[src/design/assert_macros.svh]
// Assertion macros shared by the RTL of the gradient descent unit.
`ifndef ASSERT_MACROS_SVH
`define ASSERT_MACROS_SVH
`ifndef SYNTH
// The property must hold at every clock edge outside reset.
`define LRGD_ASSERT(lbl, clk, rst_n, prop, msg) \
  lbl: assert property (@(posedge clk) disable iff (!rst_n) prop) else $error(msg);
// The condition must never be true at a clock edge outside reset.
`define LRGD_NEVER(lbl, clk, rst_n, cond, msg) \
  lbl: assert property (@(posedge clk) disable iff (!rst_n) !(cond)) else $error(msg);
`else
`define LRGD_ASSERT(lbl, clk, rst_n, prop, msg)
`define LRGD_NEVER(lbl, clk, rst_n, cond, msg)
`endif
`endif

[src/design/lrgd_div.sv]
// Restoring divider: signed 64-bit dividend by an unsigned count, one bit a cycle.
`default_nettype none
module lrgd_div #(
  parameter int DIV_W = 11
) (
  input  wire logic               clk,
  input  wire logic               rst_n,
  input  wire logic               start,
  input  wire logic signed [63:0] dividend,
  input  wire logic [DIV_W-1:0]   divisor,
  output logic                    busy,
  output logic                    done,
  output logic signed [63:0]      quotient
);

  logic             busy_r, done_r, neg_r;
  logic [6:0]       cnt_r;
  logic [63:0]      q_r, quo_r, mag, q_next;
  logic [DIV_W-1:0] rem_r;
  logic [DIV_W:0]   rem_sh, rem_diff;
  logic             ge;

  assign mag      = dividend[63] ? 64'(-dividend) : 64'(dividend);
  assign rem_sh   = {rem_r, q_r[63]};
  assign ge       = rem_sh >= {1'b0, divisor};
  assign rem_diff = rem_sh - {1'b0, divisor};
  assign q_next   = {q_r[62:0], ge};

  always_ff @(posedge clk) begin
    if (!rst_n) begin
      busy_r <= 1'b0;
      done_r <= 1'b0;
    end else begin
      done_r <= 1'b0;
      if (start) begin
        neg_r <= dividend[63];
        cnt_r <= '0;
        rem_r <= '0;
        q_r   <= mag;
        // A zero sum needs no iterations.
        if (mag == 64'd0) begin
          quo_r  <= '0;
          done_r <= 1'b1;
        end else begin
          busy_r <= 1'b1;
        end
      end else if (busy_r) begin
        q_r   <= q_next;
        rem_r <= ge ? rem_diff[DIV_W-1:0] : rem_sh[DIV_W-1:0];
        cnt_r <= cnt_r + 7'd1;
        if (cnt_r == 7'd63) begin
          busy_r <= 1'b0;
          done_r <= 1'b1;
          quo_r  <= neg_r ? -q_next : q_next;
        end
      end
    end
  end

  assign busy     = busy_r;
  assign done     = done_r;
  assign quotient = quo_r;

endmodule
`default_nettype wire

[config.mk]
export PLATFORM = sky130hd
export DESIGN_NAME = lrgd_div
export DESIGN_NICKNAME = d
export VERILOG_FILES = /design/src/design/assert_macros.svh /design/src/design/lrgd_div.sv
export SDC_FILE = /design/constraint.sdc
export NUM_CORES = 1
export LEC_CHECK = 0
export ABC_AREA = 1
export BUFFER_PORTS_ARGS = -buffer_cell sky130_fd_sc_hd__buf_2
export CAP_MARGIN = 20
export CORE_ASPECT_RATIO = 1.5
export CORE_MARGIN = 5
export CORE_UTILIZATION = 35
export DETAILED_ROUTE_END_ITERATION = 12
export GPL_ROUTABILITY_DRIVEN = 0
export HOLD_SLACK_MARGIN = 0.08
export PLACE_DENSITY = 0.59
export SETUP_SLACK_MARGIN = 0.05
export SYNTH_ARGS = -nofsm -noshare
export SYNTH_HDL_FRONTEND = slang
export SYNTH_SLANG_ARGS = --single-unit
[constraint.sdc]
create_clock -name clk -period 6.7 [get_ports clk]
set_input_delay 1.005 -clock clk [delete_from_list [all_inputs] [get_ports clk]]
set_output_delay 1.005 -clock clk [all_outputs]
set_load 0.01 [all_outputs]
# --- Word-level counts from Yosys, hierarchy flattened ---
# Cells that the tools add are included.
totals:
  regBits: 149
  word_cells: 40
op_classes:
  addsub: 4
  order_cmp: 1
  n_eq_ne: 3
  n_mux: 19
  n_reduce_logical: 6
ops:
  columns: ["cell", "count"]
  rows:
  - ["64-bit two-way mux", 8]
  - ["64-bit negator", 2]
  - ["64-bit zero test", 1]
  - ["11-bit two-way mux", 2]
  - ["12-bit by 11-bit >= comparator with 1-bit output", 1]
  - ["11-bit subtractor", 1]
  - ["1-bit two-way mux", 8]
  - ["7-bit by 1-bit adder with 7-bit output, second input constant", 1]
  - ["7-bit by 6-bit == test with 1-bit output, second input constant", 1]
  - ["7-bit two-way mux", 1]
  - ["2-bit AND reduction", 2]
  - ["4-bit AND reduction", 1]
  - ["2-bit nonzero test", 2]
  - ["2-bit by 1-bit inequality test with 1-bit output, second input constant", 1]
  - ["2-bit inequality test, second input constant", 1]

# --- Longest topological paths before layout ---
# Gate-level depths: netlist (run 1).
logic_depth:
  depth_word: 6
  depth_mapped: 25
  mapped_depth_nobuf: 25

# --- Worst setup path before layout (run 1) ---
# OpenSTA, ideal clock, no wires.
synth_timing:
  kind: "in2reg"
  from: "input start"
  to: "register quo_r[0], in the netlist quotient[0] (enable)"
  setup_ps: 507
  t_arrival_ps: 6741
  slack_ps: -549
  path_stages: 5
  path_cell_list: "clkbuf_1 nand2_1 nand2_1 o21ai_0 a21oi_1"
synth_between:
  elab_chain_cells: 2
synth_rtl:
  columns: ["item", "line_no", "text"]
  rows:
  - ["from (decl)", "lrgd_div.sv:8", "input wire logic start,"]
  - ["2-bit by 1-bit inequality test with 1-bit output (no line) / 2-bit nonzero test (equally long branches)", null, null]
  - ["4-bit AND reduction (no line) *", null, null]
  - ["to (signal assigned)", "lrgd_div.sv:54", "quo_r <= neg_r ? -q_next : q_next;"]
  - ["to (decl)", "lrgd_div.sv:18", "logic [63:0] q_r, quo_r, mag, q_next;"]
# Mark *: on every way between the ends. The rest lies on a longest branch, timed or not.
# A chain may end at the register's enable or synchronous reset.

# --- Final worst setup path (run 1) ---
layout_timing:
  from: "input dividend[63]"
  to: "register quo_r[52], in the netlist quotient[52] (enable)"
layout_between:
  elab_chain_cells: 5
layout_rtl:
  columns: ["item", "line_no", "text"]
  rows:
  - ["from (decl)", "lrgd_div.sv:9", "input wire logic signed [63:0] dividend,"]
  - ["64-bit negator", "lrgd_div.sv:23", "assign mag = dividend[63] ? 64'(-dividend) : 64'(dividend);"]
  - ["64-bit two-way mux *", "lrgd_div.sv:23", null]
  - ["64-bit zero test *", "lrgd_div.sv:41", "if (mag == 64'd0) begin"]
  - ["2-bit by 1-bit inequality test with 1-bit output (no line) *", null, null]
  - ["4-bit AND reduction (no line) *", null, null]
# Marked as above.

==> flow_summary.yaml, run 1 <==
layout:
  synthToLayoutAreaGrowth_pct: 16.23
  layout.nets: 1702
  design_area_mm2: 0.01255
  regArea_mm2: 0.004454
  drive_above_1_share: 0.1603
  nFillCells: 3136
  fin_cells: 2023
  multi_input_area_mm2: 0.005580
worst_setup_path:
  critPathLaunchType: "primary input"
  endpoint_kind: "register"
  r2r-start: "q_r[63]"
  arrival_ps: 4410
  setup.worst_path.class: "in -> reg"
  rr_endpoint: "quotient[56]"
  cp.required_ps: 6770
  crit_path_start: "dividend[63]"
  rr_worst_depth: 25
  worstPathMaxFanout: 45
  rrSetupSlack_ps: 2940
routing:
  maxUsedRoutingLayer: "met4"
  via_count: 10210
  drt-met1-wl_um: 13790
  ant_nets: 0
  viasPerCell: 5.047
  post_drt_wl_per_cell_um: 16.16
  drc: 0
  wl_met3_um: 1490
  drt_iter0_drc: 726
  drt_pre_antenna_iters: 5
  wl_met2_um: 15700
  routed_wl_um: 32690
timing:
  skew_ps: 11.77
  whs_ps: 518.1
  finalHoldViolations: 0
  tightest_slew_ps: 977.2
  fin_crit_sh: 0.6478
  slew-limit-headroom: 0.3486
  tns_ps: 0
  rsz0062_at_grt: "false"
  finalMaxSlewViolations: 0
  fin_crit_ps: 4340
  setup_viol: 0
  max_freq_mhz: 230.4
synth:
  synth_top_family_by_area: "simple AND/OR/NAND/NOR gates"
  synth_xor_area_frac: 0.03895
  synth_seq_cells: 149
  netlist.area_leader.share: 0.4089
  yosys_warnings: 0
  netlist_area_mm2: 0.01079
  yosysSeqAreaShare: 0.4127
  syn-num-nets: 1575
  avgSynthCellArea_um2: 7.283
  yosys.area.top_type: "edfxtp_1"
  synth_mux_area_frac: 0
  synth_commonest_cells: "369 x nand2_1, 237 x nor2_1, 154 x inv_1, 147 x edfxtp_1, 129 x o21ai_0"
  synth_fa_ha_area_frac: 0.01808
  synth_cell_types: 47
  yosys.area_share.simple: 0.3290
  synth-compound-area-share: 0.1292
  synthTopCellsByArea: "edfxtp_1 41%, nand2_1 13%, nor2_1 8.2%"
  synth-main-ff-cell: "edfxtp_1"
  synth_edf_count: 147
  synth_most_common_cell: "nand2_1"
  netlist_instances: 1482
  synth-async-reset-ratio: 0
floorplanning:
  die_w_um: 153.4
  start_util: 0.3556
  die_h_um: 225.1
  core_area_mm2: 0.03035
  ios: 144
  row_count: 78
  die_area_mm2: 0.03453
power:
  p_leak_nw: 5.062
  cellPowerDensity_mw_per_mm2: 212.4
  vdd_drop_max_uv: 148.0
job:
  maxCapViolations: 0
cts:
  clk_path_buf_depth: 2
  cts-root-buf: "clkbuf_16"
  post_cts_buffers: 0
  cts_resized: 0
  path_clk_slew_ps: 60
  cts_hold_buf: 0
  cts_buffers: 17
  cts_tree: "done"
  cts_sinks: 149
  htreeDepth: 4
  clk_latency_ps: 440
grt:
  grt_pass1_wl_um: 51910
  grt_start_max_net_pins: 106
  grt_pass1_vias: 9995
  grt_usage: 0.1886
  grt_overflow: 0
  grt_antenna_before_repair: 1
placed_design:
  dp_hpwl_um: 26350
  port_buffers: 143
  place_inst: 1990
  dpl_cell_area_mm2: 0.01191
min_path:
  holdPathStages: 2
  hold_path_startpoint: "busy"
  hold_end: "busy"
  hp-class: "reg -> reg"
status:
  outcome: "completed"
## cell type report
type,instances,area share
Tap cell,400,0.03989
Timing Repair Buffer,150,0.06143
Multi-Input combinational cell,1130,0.4448
Clock buffer,18,0.03421
Sequential cell,149,0.3550
Clock inverter,14,0.01606
Antenna cell,1,0.0001995
Inverter,161,0.04837
## worst max-delay path, stage by stage
cell     delay (ps)
buf_2           540
inv_1           380
o21ai_1         390
nor2_1          160
nand3_1          90
nand2_1          80
nor2_1          100
nand2_1          50
nor2_1           80
nand2_1          60
nor2_2          160
nand2_2         100
a21oi_4         560
buf_4           570
## placed cells by master (no fill, tap or decap), types with 5 or more instances in the layout
| cell | n |
|---|---|
| nor2_1 | 237 |
| nand2_2 | 16 |
| a21oi_1 | 74 |
| nor3_1 | 40 |
| nor4_1 | 19 |
| nand3b_1 | 10 |
| nor2_4 | 7 |
| nand2_4 | 5 |
| o21ai_1 | 12 |
| ha_1 | 14 |
| nor2_2 | 22 |
| inv_1 | 154 |
| a21oi_2 | 6 |
| o21ai_2 | 7 |
| buf_2 | 142 |
| o21ai_0 | 129 |
| xnor2_1 | 18 |
| nand3_1 | 60 |
| a31oi_1 | 6 |
| xor2_1 | 30 |
| clkbuf_16 | 17 |
| nand2_1 | 368 |
| nand4_1 | 15 |
| buf_4 | 8 |
| edfxtp_1 | 147 |
| o21a_1 | 5 |
## worst max path at each step
| stage | endpoint | slack (ps) | depth (start not counted) |
|---|---|---|---|
| 3_5_place_dp | quotient[52] | 1860 | 14 |
| 4_1_cts | quotient[45] | 2330 | 14 |
| 3_3_place_gp | quotient[52] | 1980 | 14 |
| 5_1_grt | quotient[50] | 1970 | 14 |
| 6_report | quotient[52] | 2360 | 14 |
| 2_1_floorplan | quotient[0] | 800 | 5 |
## logic make-up (layout without fill, tap and decap cells)
kind of cell	after synthesis	in the layout
compound gates	254	254
xor+xnor	48	48
fa+ha+maj	15	15
buf+inv	203	343
flops	149	149
other cells	0	1
simple gates	813	813
## where the power goes
| group | switching (mW) | total [mW] | internal [mW] |
|---|---|---|---|
| clock network | 0.387 | 1.01 | 0.627 |
| registers | 0.0504 | 1.16 | 1.11 |
| logic | 0.329 | 0.490 | 0.160 |
## through the flow
step / power (mW) / util / worst slack, ps
floorplan: 1.507 / - / 804.5
global placement: 1.662 / 0.3925 / 1975
detailed placement: 1.669 / 0.3925 / 1856
CTS: 2.686 / 0.4133 / 2330
global route: 2.798 / 0.4133 / 1970
finish: 2.664 / 0.4133 / 2360
## metal layers
metal  vias to the layer above  global-route usage
li1                       5206                   -
met1                      4593              0.2304
met2                       339              0.3208
met3                        72             0.02709
met4                         0              0.1029
met5                         -                   0
## registers in the layout (all words and copies together) (netlist names)
signal and count:
q_r 64, neg_r 1, busy 1, rem_r 11
cnt_r 7, done 1, quotient 64
Power figures use the tool's default switching activity.
==> run 2: changes to the inputs <==
- clock period: 6.7 -> 3.6 ns (I/O delays scaled with it)
==> flow_summary.yaml, run 2 (synthesis gave the netlist of run 1 again) <==
status:
  outcome: "completed"
worst_setup_path:
  endpoint_kind: "register"
  r2r-start: "q_r[63]"
  rr_worst_depth: 25
  cp.required_ps: 3790
  worstPathMaxFanout: 6
  rr_endpoint: "quotient[56]"
  setup.worst_path.class: "reg -> reg"
  arrival_ps: 3520
  cp_top_family: "simple AND/OR/NAND/NOR gates"
  critPathBufInv: 5
  critPathLaunchType: "register"
  cp_slowest_cell: "edfxtp_1"
  cpPeakStageDelay_ps: 420
  rrSetupSlack_ps: 270
floorplanning:
  core_area_mm2: 0.03035
  start_util: 0.3556
  row_count: 78
  die_area_mm2: 0.03453
  ios: 144
  die_h_um: 225.1
  die_w_um: 153.4
routing:
  via_count: 10260
  ant_nets: 0
  drt_pre_antenna_iters: 8
  post_drt_wl_per_cell_um: 16.13
  drt_iter0_drc: 729
  routed_wl_um: 33150
  drc: 0
  viasPerCell: 4.991
cts:
  clk_path_buf_depth: 2
  cts_buffers: 17
  path_clk_slew_ps: 60
  htreeDepth: 4
  cts_sinks: 149
  cts_tree: "done"
  cts-root-buf: "clkbuf_16"
  clk_latency_ps: 440
power:
  p_leak_nw: 5.228
  vdd_drop_max_uv: 330.3
  cellPowerDensity_mw_per_mm2: 379.0
timing:
  max_freq_mhz: 299.9
  tightest_slew_ps: 710.2
  fin_crit_ps: 3334
  whs_ps: 347.7
  rsz0062_at_grt: "false"
  skew_ps: 12.18
  tns_ps: 0
  slew-limit-headroom: 0.5265
  finalHoldViolations: 0
  finalMaxSlewViolations: 0
  setup_viol: 0
  fin_crit_sh: 0.9261
job:
  maxCapViolations: 0
grt:
  grt_pass1_vias: 10220
  grt_antenna_before_repair: 1
  grt_start_max_net_pins: 87
  grt_pass1_wl_um: 52610
  grt_overflow: 0
  grt_usage: 0.1907
min_path:
  holdPathStages: 3
  hold_end: "busy"
  hold_path_startpoint: "rst_n"
  hp-class: "in -> reg"
layout:
  synthToLayoutAreaGrowth_pct: 18.58
  nFillCells: 3154
  final_cell_mix: "368 x nand2_1, 237 x nor2_1, 154 x inv_1"
  drive_above_1_share: 0.1741
  multi_input_area_mm2: 0.005598
  layout_commonest_cell: "nand2_1"
  regArea_mm2: 0.004454
  layout.nets: 1735
placed_design:
  dp_hpwl_um: 27060
  port_buffers: 143
==> run 2: cell types whose count changed in the layout (fill, tap and decap cells not counted), moves of 2 or more <==
cell,delta
clkinvlp_4,-4
buf_4,+29
buf_12,+4
clkinv_1,+5
clkinv_4,-2
==> run 2: per-stage QoR <==
stage | setup slack (ps) | utilization | power [mW] | cell area [um^2] | cells
4_1_cts | 208.2 | 0.4206 | 4.883 | 12760 | 2052
3_5_place_dp | 28.74 | 0.4018 | 3.142 | 12200 | 2021
5_1_grt | 26.88 | 0.4217 | 5.104 | 12800 | 2055
2_1_floorplan | 134.2 | - | 2.801 | 10810 | 1482
3_3_place_gp | 131.0 | 0.4018 | 3.131 | 12200 | 2021
6_report | 266.0 | 0.4217 | 4.851 | 12800 | 2055
==> run 2: power breakdown <==
| group | internal [mW] | switching [mW] | leakage [nW] | total [mW] |
|---|---|---|---|---|
| Combinational | 0.327 | 0.627 | 3.53 | 0.954 |
| Clock | 1.07 | 0.663 | 0.279 | 1.73 |
| Sequential | 2.07 | 0.0953 | 1.42 | 2.16 |
==> run 2: worst max-delay path by stage <==
stage / start / to / cells past startpoint
global route: q_r[63] / quotient[62] / 24
floorplan: dividend[0] / quotient[0] / 16
finish: q_r[63] / quotient[56] / 25
global placement: divisor[0] / quotient[62] / 24
CTS: q_r[63] / quotient[62] / 24
detailed placement: divisor[0] / quotient[62] / 24
==> run 2: area by class of cell <==
cell class,count,area share
Clock inverter,12,0.01065
Tap cell,400,0.03910
Sequential cell,149,0.3480
Timing Repair Buffer,183,0.08348
Multi-Input combinational cell,1130,0.4373
Antenna cell,1,0.0001955
Clock buffer,19,0.03382
Inverter,161,0.04741
==> run 2: timing repair <==
item                                    in CTS  in global routing
endpoints found under the setup margin       0                  3
setup buffers                                0                  2
hold buffers                                 0                  0
gates resized for setup                      0                  4
==> run 2: worst reg2reg max path, stage by stage (launching register included) <==
cell,delay [ps]
edfxtp_1,420
inv_1,80
ha_2,190
fa_2,210
inv_1,40
nand3_1,50
nand2_1,80
inv_1,80
o21ai_1,80
nand3_2,90
nand2_4,70
inv_4,70
ha_1,160
nand2_1,110
nor2_4,150
nand3_4,110
nor2_4,120
nand4_2,110
nor2_2,170
nand2_2,80
nand2_2,60
inv_2,60
nor2_4,210
nand3_2,100
o21ai_1,140
a21oi_1,50
==> run 2: per-layer routing <==
| metal | vias up | global-route usage | wire length, um |
|---|---|---|---|
| li1 | 5255 | - | - |
| met1 | 4602 | 0.2249 | 13700 |
| met2 | 316 | 0.3269 | 16140 |
| met3 | 83 | 0.03612 | 1548 |
| met4 | 0 | 0.1055 | 1761 |
| met5 | - | 0 | 0 |
